$ cat src/rtl/mfek_pkg.sv
// Package for the Edmonds-Karp max-flow core: sizes, sequencer states.
// No dependencies.
`timescale 1ns / 1ps
package mfek_pkg;
  localparam int VERTICES = 8;
  localparam int VBITS = 3;
  localparam int CAP_BITS = 16;
  localparam int RES_BITS = 17;
  localparam int FLOW_BITS = 19;
  localparam int ABITS = 2 * VBITS;
  localparam int DEPTH = VERTICES * VERTICES;

  typedef enum logic [3:0] {
    ST_IDLE,
    ST_COPY_RD,
    ST_COPY_WR,
    ST_BFS_INIT,
    ST_BFS_POP,
    ST_BFS_SCAN,
    ST_BFS_CHECK,
    ST_MIN_RD,
    ST_MIN_ACC,
    ST_UPD_FWD,
    ST_UPD_REV,
    ST_UPD_WR,
    ST_DONE
  } state_t;
endpackage

$ cat src/rtl/max_flow_edmonds_karp_core.sv
// Top level of the Edmonds-Karp max-flow core.
// Depends on mfek_pkg.
//
// channel | direction | handshake        | fields
// input   | in        | start / busy     | from_vertex to_vertex capacity
//         |           |                  | source_vertex sink_vertex last
// result  | out       | done (one cycle) | max_flow status
//
// A matrix entry without last is written as it is accepted; busy stays low.
// An item with last writes its entry, then busy rises while a run copies the
// matrix (ST_COPY_RD then ST_COPY_WR per entry), then repeats a breadth-first
// search (a pop state, then a scan that reads each residual in the row of the
// dequeued vertex) and a path walk, ST_MIN_RD and ST_MIN_ACC per edge for the
// bottleneck and ST_UPD_FWD, ST_UPD_REV and ST_UPD_WR per edge for the update.
// With source equal to sink, done follows the accepting edge directly. done
// pulses once at the end; the receiver cannot stall. Reset clears the capacity
// matrix with a sweep over all DEPTH entries during which busy is high.
`timescale 1ns / 1ps
module max_flow_edmonds_karp_core import mfek_pkg::*; (
  input  logic                 clk,
  input  logic                 rst,
  input  logic                 start,
  output logic                 busy,
  input  logic [VBITS-1:0]     from_vertex,
  input  logic [VBITS-1:0]     to_vertex,
  input  logic [CAP_BITS-1:0]  capacity,
  input  logic [VBITS-1:0]     source_vertex,
  input  logic [VBITS-1:0]     sink_vertex,
  input  logic                 last,
  output logic                 done,
  output logic [FLOW_BITS-1:0] max_flow,
  output logic                 status
);

  // Capacity matrix and residual matrix, each with a write port and a separate read port.
  logic [CAP_BITS-1:0] cap_mem [DEPTH];
  logic [RES_BITS-1:0] res_mem [DEPTH];
  logic [CAP_BITS-1:0] cap_rd;
  logic [RES_BITS-1:0] res_rd;

  state_t state, state_next;
  logic clearing;
  logic [ABITS:0] clr_cnt;
  logic [ABITS:0] cnt;                 // copy sweep index
  logic [VBITS-1:0] src, dst;
  logic [VERTICES-1:0] visited;
  logic [VBITS-1:0] parent [VERTICES];
  logic [VBITS-1:0] queue [VERTICES];
  logic [VBITS:0] head, tail;
  logic [VBITS-1:0] u, v;
  logic [VBITS:0] scan;                // column being scanned
  logic [VBITS:0] steps;
  logic [RES_BITS-1:0] bneck;
  logic [FLOW_BITS-1:0] flow;

  logic accept;
  assign accept = start && !busy;
  assign busy = clearing || (state != ST_IDLE);

  // Memory address and write controls.
  logic cap_we, res_we;
  logic [ABITS-1:0] cap_addr, res_addr;
  logic [CAP_BITS-1:0] cap_wd;
  logic [RES_BITS-1:0] res_wd;
  logic [VBITS-1:0] pv;
  assign pv = parent[v];

  always_comb begin
    cap_we = 1'b0;
    cap_addr = cnt[ABITS-1:0];
    cap_wd = capacity;
    if (clearing) begin
      cap_we = 1'b1;
      cap_addr = clr_cnt[ABITS-1:0];
      cap_wd = '0;
    end else if (accept) begin
      cap_we = 1'b1;
      cap_addr = {from_vertex, to_vertex};
    end
  end

  always_comb begin
    res_we = 1'b0;
    res_wd = res_rd;
    res_addr = {u, scan[VBITS-1:0]};
    case (state)
      ST_COPY_WR: begin
        res_we = 1'b1;
        res_addr = cnt[ABITS-1:0];
        res_wd = {1'b0, cap_rd};
      end
      ST_MIN_RD:  res_addr = {pv, v};
      ST_UPD_FWD: res_addr = {pv, v};
      ST_UPD_REV: begin
        // write the lowered forward entry, read the reverse entry next
        res_we = 1'b1;
        res_addr = {pv, v};
        res_wd = res_rd - bneck;
      end
      ST_UPD_WR: begin
        res_we = 1'b1;
        res_addr = {v, pv};
        res_wd = res_rd + bneck;
      end
      default: res_addr = {u, scan[VBITS-1:0]};
    endcase
  end

  // In ST_UPD_WR the reverse entry must already have been read, so in ST_UPD_REV
  // the read address is switched from the write address to the reverse entry.
  logic [ABITS-1:0] res_raddr;
  always_comb begin
    res_raddr = res_addr;
    if (state == ST_UPD_REV) res_raddr = {v, pv};
  end

  always_ff @(posedge clk) begin
    if (cap_we) cap_mem[cap_addr] <= cap_wd;
    cap_rd <= cap_mem[cnt[ABITS-1:0]];
    if (res_we) res_mem[res_addr] <= res_wd;
    res_rd <= res_mem[res_raddr];
  end

  // Next state.
  always_comb begin
    state_next = state;
    case (state)
      ST_IDLE: begin
        if (accept && last) begin
          if (source_vertex == sink_vertex) state_next = ST_DONE;
          else state_next = ST_COPY_RD;
        end
      end
      ST_COPY_RD: state_next = ST_COPY_WR;
      ST_COPY_WR: state_next = (cnt == DEPTH - 1) ? ST_BFS_INIT : ST_COPY_RD;
      ST_BFS_INIT: state_next = ST_BFS_POP;
      ST_BFS_POP: state_next = (head < tail) ? ST_BFS_SCAN : ST_BFS_CHECK;
      ST_BFS_SCAN: state_next = (scan == VERTICES) ? ST_BFS_POP : ST_BFS_SCAN;
      ST_BFS_CHECK: state_next = visited[dst] ? ST_MIN_RD : ST_DONE;
      ST_MIN_RD: state_next = (v == src || steps == VERTICES) ? ST_UPD_FWD : ST_MIN_ACC;
      ST_MIN_ACC: state_next = ST_MIN_RD;
      ST_UPD_FWD: state_next = (v == src || steps == VERTICES) ? ST_BFS_INIT : ST_UPD_REV;
      ST_UPD_REV: state_next = ST_UPD_WR;
      ST_UPD_WR: state_next = ST_UPD_FWD;
      ST_DONE: state_next = ST_IDLE;
      default: state_next = ST_IDLE;
    endcase
  end

  // Outputs.
  always_comb begin
    done = (state == ST_DONE);
  end
  assign max_flow = flow;

  // Scan: res_rd holds residual[u][scan-1], read in the cycle before.
  logic [VBITS-1:0] col_prev;
  logic scan_hit;
  assign col_prev = scan[VBITS-1:0] - 1'b1;
  assign scan_hit = (scan != 0) && !visited[col_prev] && (res_rd != 0)
                    && (tail < VERTICES);

  always_ff @(posedge clk) begin
    if (rst) begin
      state <= ST_IDLE;
      clearing <= 1'b1;
      clr_cnt <= '0;
      status <= 1'b0;
      flow <= '0;
      visited <= '0;
    end else begin
      state <= state_next;
      if (clearing) begin
        clr_cnt <= clr_cnt + 1'b1;
        if (clr_cnt == DEPTH - 1) clearing <= 1'b0;
      end
      case (state)
        ST_IDLE: begin
          cnt <= '0;
          src <= source_vertex;
          dst <= sink_vertex;
          flow <= '0;
          status <= (source_vertex == sink_vertex);
        end
        ST_COPY_WR: cnt <= cnt + 1'b1;
        ST_BFS_INIT: begin
          // clear the marks and mark the source in one write
          visited <= VERTICES'(1) << src;
          parent[src] <= src;
          queue[0] <= src;
          head <= '0;
          tail <= (VBITS+1)'(1);
        end
        ST_BFS_POP: begin
          if (head < tail) begin
            u <= queue[head[VBITS-1:0]];
            head <= head + 1'b1;
          end
          scan <= '0;
        end
        ST_BFS_SCAN: begin
          if (scan_hit) begin
            queue[tail[VBITS-1:0]] <= col_prev;
            parent[col_prev] <= u;
            visited[col_prev] <= 1'b1;
            tail <= tail + 1'b1;
          end
          if (scan != VERTICES) scan <= scan + 1'b1;
        end
        ST_BFS_CHECK: begin
          v <= dst;
          steps <= '0;
          bneck <= '1;
        end
        ST_MIN_RD: begin
          if (v == src || steps == VERTICES) begin
            v <= dst;
            steps <= '0;
          end
        end
        ST_MIN_ACC: begin
          if (res_rd < bneck) bneck <= res_rd;
          v <= pv;
          steps <= steps + 1'b1;
        end
        ST_UPD_FWD: begin
          if (v == src || steps == VERTICES) flow <= flow + FLOW_BITS'(bneck);
        end
        ST_UPD_WR: begin
          v <= pv;
          steps <= steps + 1'b1;
        end
        default: ;
      endcase
    end
  end

endmodule

$ cat config.mk
export PLATFORM = sky130hd
export DESIGN_NAME = max_flow_edmonds_karp_core
export DESIGN_NICKNAME = d
export VERILOG_FILES = /design/src/rtl/mfek_pkg.sv /design/src/rtl/max_flow_edmonds_karp_core.sv
export SDC_FILE = /design/constraint.sdc
export NUM_CORES = 2
export LEC_CHECK = 0
export BUFFER_PORTS_ARGS = -buffer_cell sky130_fd_sc_hd__buf_2
export CORE_UTILIZATION = 50
export CTS_BUF_LIST = sky130_fd_sc_hd__clkbuf_16
export CTS_CLUSTER_DIAMETER = 40
export DETAILED_ROUTE_END_ITERATION = 10
export PLACE_DENSITY_LB_ADDON = 0.05
export RECOVER_POWER = 50
export SYNTH_ARGS = -nofsm -noshare
export SYNTH_HDL_FRONTEND = slang
export SYNTH_SLANG_ARGS = --single-unit
$ cat constraint.sdc
create_clock -name clk -period 14.1 [get_ports clk]
set_input_delay 0 -clock clk [delete_from_list [all_inputs] [get_ports clk]]
set_output_delay 0 -clock clk [all_outputs]
set_load 0.01 [all_outputs]
# --- Yosys cells after proc, flatten, opt, wreduce, memory -nomap -nowiden ---
# Memory sizes are Yosys's and may differ from the RTL's. A register that Yosys moved wholly into a read port is not among the register bits.
# Index checks and enable logic that the tools add are counted.
op_classes:
  n_lt_le_gt_ge: 6
  mux: 61
  n_shift: 1
  bitwise: 2
  addsub: 10
  n_reduce_logical: 36
  n_eq_ne: 26
op_table:
  columns: ["operator", "n"]
  rows:
  - ["$pmux 17 s3", 1]
  - ["$pmux 4 s12", 1]
  - ["$pmux 19 s2", 1]
  - ["$pmux 17 s2", 1]
  - ["$mux 4", 8]
  - ["$eq 4x4->1 const B", 7]
  - ["$pmux 4 s2", 3]
  - ["$mux 1", 23]
  - ["$add 19x17->19", 1]
  - ["$mux 19", 1]
  - ["$mux 3", 6]
  - ["$mux 6", 3]
  - ["$pmux 6 s3", 1]
  - ["$reduce_and 3->1", 6]
  - ["$add 17x17->17", 1]
  - ["$lt 17x17->1", 1]
  - ["$mux 17", 1]
  - ["$reduce_bool 17->1", 1]
  - ["$sub 17x17->17", 1]
  - ["$add 4x1->4 const B", 4]
  - ["$eq 4x3->1 const B", 4]
  - ["$mux 16", 1]
  - ["$pmux 8 s2", 1]
  - ["$add 7x1->7 const B", 2]
  - ["other kinds (31)", 62]
totals:
  ram_bits: 2160
  input_bits: 32
  wordCells: 161
  mem_count: 4
  register_bits: 89
  out_inout_bits: 22
mem_list:
  columns: ["memory", "depth", "width", "rd", "rd_ports_with_merged_regs", "wr", "line_no", "rtl"]
  rows:
  - ["res_mem", 64, 17, 1, 1, 1, "max_flow_edmonds_karp_core.sv:37", "logic [RES_BITS-1:0] res_mem [DEPTH];"]
  - ["cap_mem", 64, 16, 1, 1, 1, "max_flow_edmonds_karp_core.sv:36", "logic [CAP_BITS-1:0] cap_mem [DEPTH];"]
  - ["parent", 8, 3, 1, 1, 1, "max_flow_edmonds_karp_core.sv:47", "logic [VBITS-1:0] parent [VERTICES];"]
  - ["queue", 8, 3, 1, 1, 1, "max_flow_edmonds_karp_core.sv:48", "logic [VBITS-1:0] queue [VERTICES];"]

# --- Depth between registers and ports, before layout ---
logic_depth:
  word_depth: 13
  mapped_depth: 13
  mapped_depth_nobuf: 11

# --- Least setup slack after synthesis ---
# No wires, ideal clock.
synth_path:
  kind: "reg-to-reg"
  startpoint: "reg bneck[1]"
  endpoint: "mem res_mem[0][7], data pin"
  n_path_buf: 0
  t_required_ns: 13.398
  synth_period_minus_slack_ns: 5.257
  setup_ns: 0.702
  arrival_time_ns: 4.556
  path_slack_ns: 8.843
  path_stages_with_launch: 10
  path_cell_list: "edfxtp_1 inv_1 ha_1 nand2b_1 a21oi_1 o21bai_1 a221oi_1 a21oi_1 o221a_2 o21ai_0"
synth_via:
  elab_chain_len: 2
  elab_cells_between_ends: 3
  cone_classes: "2 x add/sub; 1 x mux"
synth_rtl:
  columns: ["element", "line_no", "rtl"]
  rows:
  - ["start: declaration", "max_flow_edmonds_karp_core.sv:53", "logic [RES_BITS-1:0] bneck;"]
  - ["start signal: assignment", "max_flow_edmonds_karp_core.sv:222", "if (res_rd < bneck) bneck <= res_rd;"]
  - ["$add 17x17->17 or $sub 17x17->17 (tied branches)", "max_flow_edmonds_karp_core.sv:103, max_flow_edmonds_karp_core.sv:98", null]
  - ["$pmux 17 s3 *", "max_flow_edmonds_karp_core.sv:86", "case (state)"]
  - ["named net res_wd[7]", "max_flow_edmonds_karp_core.sv:64", "logic [RES_BITS-1:0] res_wd;"]
  - ["end: declaration", "max_flow_edmonds_karp_core.sv:37", null]
# Mark *: on every way through the listed nets, which the timed path passes. The rest lies on a longest branch.

# --- Final worst setup path ---
layout_path:
  startpoint: "reg state[3]"
  endpoint: "mem res_mem[47][9], data pin"
layout_via:
  elab_chain_len: 2
  elab_cells_between_ends: 4
  cone_classes: "3 x eq/ne; 1 x mux"
layout_rtl:
  columns: ["element", "line_no", "rtl"]
  rows:
  - ["start: declaration", "max_flow_edmonds_karp_core.sv:41", "state_t state, state_next;"]
  - ["start signal: assignment", "max_flow_edmonds_karp_core.sv:172", "state <= state_next;"]
  - ["$eq 4x4->1 or $eq 4x2->1 (tied branches)", "max_flow_edmonds_karp_core.sv:86", null]
  - ["$pmux 17 s3 *", "max_flow_edmonds_karp_core.sv:86", null]
  - ["named net res_wd[9]", "max_flow_edmonds_karp_core.sv:64", null]
# Marks and branches as above.

==> impl_metrics.yaml <==
run_status:
  status: "finished with violations"
  violations: "capacitance limit, slew limit"
floorplan:
  io_pins: 54
  die_width_um: 432.2
  rows: 157
  die_area_um2: 186800
  coreArea_um2: 183500
  die-height_um: 432.2
  start_util_pct: 50.44
sta:
  finalCriticalPeriod_ns: 7.521
  worst_slew_pin_slew_ns: 3.533
  final-setup-viol-count: 0
  finalClockSkew_ns: 0.07444
  hold_viol: 0
  rsz0062_at_grt: "no"
  fin_crit_sh_pct: 53.34
  fmax_mhz: 133.0
  relSlewSlack_pct: -135.6
  finalMaxSlewViolations: 2006
  setup_tns_ns: 0
grt:
  grt_pass1_vias: 49350
  grt_overflow: 0
  grt_pass1_wl_um: 354100
  grt_antenna_before_repair: 15
  met3_usage_pct: 3.618
  met1_usage_pct: 35.13
  grt-busiest-layer: "met2"
  track_usage_pct: 26.58
  met2_usage_pct: 44.79
  grt_max_degree: 154
placed_design:
  post_dp_cell_area_um2: 96730
  dp.cells: 7412
  gp_congestion: 0.8322
  place_hpwl_um: 140800
  io_buffers: 53
critical_path:
  required_ns: 14.29
  rrSetupSlack_ns: 6.58
  worstPathMaxFanout: 64
  slowest_delay_ns: 2.73
  reg2regPathDepth: 4
  path_delay_family: "simple AND/OR/NAND/NOR gates"
  rr_startpoint: "state[3]"
  end_kind: "flop"
  setup.worst_path.start_class: "flop"
  cp_num_buf_inv: 1
  crit_arrival_ns: 7.71
  r2r-end: "res_mem[47][9]"
  path_cells: "nor4b_1 > a222oi_1 > a21oi_4 > clkbuf_1"
  slowest_stage: "nor4b_1"
  crit_type: "reg2reg"
power_and_ir_drop:
  p_total_mw: 15.69
  cellLeakagePower_nw: 35.24
  powerDensity_nw_per_um2: 145.8
  ir_drop_v: 0.0001186
hold_path:
  hold_depth: 5
  holdPathEnd: "cap_mem[7][4]"
  min_path_type: "in2reg"
  hold_start: "from_vertex[2]"
clock_network:
  cts_buffer_depth: 4
  insertion_delay_ns: 0.94
  tritoncts: "done"
  ctsHtreeMaxLevel: 5
  cts_setup_buffers: 0
  path_clk_slew_ns: 0.06
  clkSinkCount: 2288
  cts_made_buffers: 327
  root_buffer: "clkbuf_16"
  post_cts_resized: 0
final_layout:
  area_delta_synth_final_pct: 16.27
  drive_gt1_share_pct: 26.87
  utilization_pct: 58.65
  layout.cells.non_filler: 8022
  nFillCells: 13730
  ff_latch_area_um2: 67950
  fin_nets: 5403
  stdcell_area_um2: 107600
  multi_input_area_um2: 23640
synth:
  synth_ff_type: "edfxtp_1"
  synth_adder_area_share_pct: 0.8896
  synth_cell_types: 84
  synth-async-reset-ratio_pct: 0
  ys_ff_latch: 2288
  seq_area_frac_synth_pct: 73.42
  synthCells: 5004
  synth_edf_count: 2212
  muxShareOfSynthArea_pct: 15.09
  yosys.area_share.simple_pct: 4.178
  synth.avg_cell_area_um2: 18.49
  synth_top_family_by_area: "multiplexers"
  netlist_area_um2: 92550
  synth_nets: 5100
  synthXorXnorAreaFrac_pct: 0.4259
  synth_compound_area_share_pct: 4.282
  ys_warn_count: 0
route:
  dr_total_vias: 49090
  via_per_inst: 6.119
  drtIter0Drc: 4547
  drcViolationCount: 0
  ant_nets: 0
  firstDrtPassIters: 6
  wl_per_cell_um: 30.82
  finalWirelength_um: 247200
job:
  cap_violations: 38
repair_timing:
action,CTS,global route
endpoints found under the setup margin,0,0
endpoints found under the hold margin,1071,0
hold buffers,30,0
stage by stage:
stage	hold WS, ns	setup slack, ns
finish	0.1687	6.579
global route	0.1842	6.087
CTS	0.07914	7.894
detailed placement	0.2081	7.885
global placement	0.2079	7.940
floorplan	0.09887	8.843
cells by family after synthesis:
group / Yosys count
AND/OR/NAND/NOR: 784
AO/OA/AOI/OAI: 556
XOR/XNOR: 45
flip-flops: 2288
buffers and inverters: 357
adder cells (fa/ha/maj): 64
multiplexers: 910
tightest hold or removal path: cells and delay by family:
| kind | cells | cell delay (ns) |
|---|---|---|
| simple gates | 3 | 0.53 |
| compound gates | 1 | 0.20 |
| buf+inv | 1 | 0.14 |
worst max path at each step:
stage             start             end  slack (ns)  cells after the start
2_1_floorplan  bneck[1]   res_mem[0][7]        8.84                      9
3_5_place_dp   state[3]      res_rd[13]        7.88                     11
6_report       state[3]  res_mem[47][9]        6.58                      4
3_3_place_gp   state[3]      res_rd[13]        7.94                     11
5_1_grt        state[3]  res_mem[47][9]        6.09                      4
4_1_cts        state[3]      res_rd[13]        7.89                     11
flip-flops by register name, summed over array words and instances (netlist names), 4 cells and up, named ones only:
| name | flops |
|---|---|
| cap_rd | 16 |
| cap_mem | 1024 |
| max_flow | 19 |
| res_mem | 1088 |
| state | 4 |
| res_rd | 17 |
| parent | 24 |
| visited | 8 |
| cnt | 7 |
| tail | 4 |
| queue | 24 |
| scan | 4 |
| bneck | 17 |
| head | 4 |
| steps | 4 |
| clr_cnt | 7 |
placed cells by master (no fill, tap or decap), types with 16 or more instances in the layout:
cell / synthesis / routed
o2111ai_1: 69 / 69
nand2b_1: 31 / 31
clkbuf_16: 0 / 334
buf_4: 22 / 140
a31oi_1: 20 / 18
dlygate4sd3_1: 0 / 30
a21oi_1: 63 / 59
nor2_1: 242 / 170
clkinv_1: 0 / 31
nand2_1: 78 / 75
nor2b_4: 0 / 16
xnor2_1: 24 / 24
nand3_1: 251 / 251
o22ai_1: 140 / 140
clkinvlp_4: 0 / 33
o32ai_1: 68 / 64
inv_1: 55 / 93
mux2i_1: 211 / 211
ha_1: 61 / 61
mux4_2: 352 / 352
edfxtp_1: 2212 / 2212
nor2_4: 0 / 20
nor3_1: 33 / 33
o21a_1: 19 / 19
clkinv_2: 0 / 27
or4_1: 22 / 22
inv_6: 0 / 35
o21ai_0: 52 / 51
clkbuf_1: 147 / 75
xor2_1: 21 / 21
buf_2: 77 / 25
clkinv_4: 0 / 29
dfxtp_1: 76 / 76
nor2_2: 0 / 52
mux2_2: 335 / 331
bufinv_16: 0 / 39
synthesized netlist by cell type (7+ instances only):
master,instances,area share (%)
o21ai_0,52,0.28
dfxtp_1,76,1.6
nand3_1,251,1.4
xor2_1,21,0.20
clkbuf_1,147,0.60
mux2_1,10,0.12
nor2_1,242,0.98
and2_1,13,0.088
or3_1,10,0.068
nand2b_1,31,0.21
o21bai_1,7,0.057
nor2b_1,30,0.20
o21a_1,19,0.15
a211oi_1,10,0.081
buf_1,47,0.19
o32ai_1,68,0.64
o22ai_1,140,0.95
inv_1,55,0.22
a22oi_1,9,0.073
nand3b_1,7,0.057
buf_6,9,0.11
nand4_1,8,0.054
nor3_1,33,0.18
o211ai_1,10,0.081
mux2i_1,211,2.3
buf_2,77,0.42
nor4_1,11,0.074
mux2_2,335,4.1
or4_1,22,0.18
and3_1,12,0.081
nand2_1,78,0.32
edfxtp_1,2212,72
a21oi_1,63,0.34
a21o_1,12,0.097
ha_1,61,0.82
o2111ai_1,69,0.65
a31oi_1,20,0.14
nor3b_1,11,0.089
o31ai_1,8,0.065
buf_4,22,0.18
xnor2_1,24,0.23
a221o_1,8,0.087
mux4_2,352,8.6
power breakdown:
group | internal [mW] | switching [mW] | total (mW)
combinational | 0.0983 | 0.121 | 0.220
sequential | 7.37 | 0.0111 | 7.38
clock | 5.05 | 3.03 | 8.08
cell type report:
| cell class | count | area share [%] |
|---|---|---|
| multi-input combinational | 2359 | 21.97 |
| timing repair buffer | 276 | 1.745 |
| antenna | 5 | 0.01163 |
| inverter | 55 | 0.1919 |
| sequential | 2288 | 63.14 |
| tap | 2464 | 2.865 |
| clock buffer | 334 | 7.767 |
| clock inverter | 241 | 2.313 |
layer usage:
metal,up-vias,share of wire (%),routed length (um)
met5,-,0.0036,9
met4,2,4.1,10140
met3,475,5.1,12480
met2,1565,50,123900
met1,25900,41,100700
li1,21140,-,-
(Power assumes the default switching activity.)
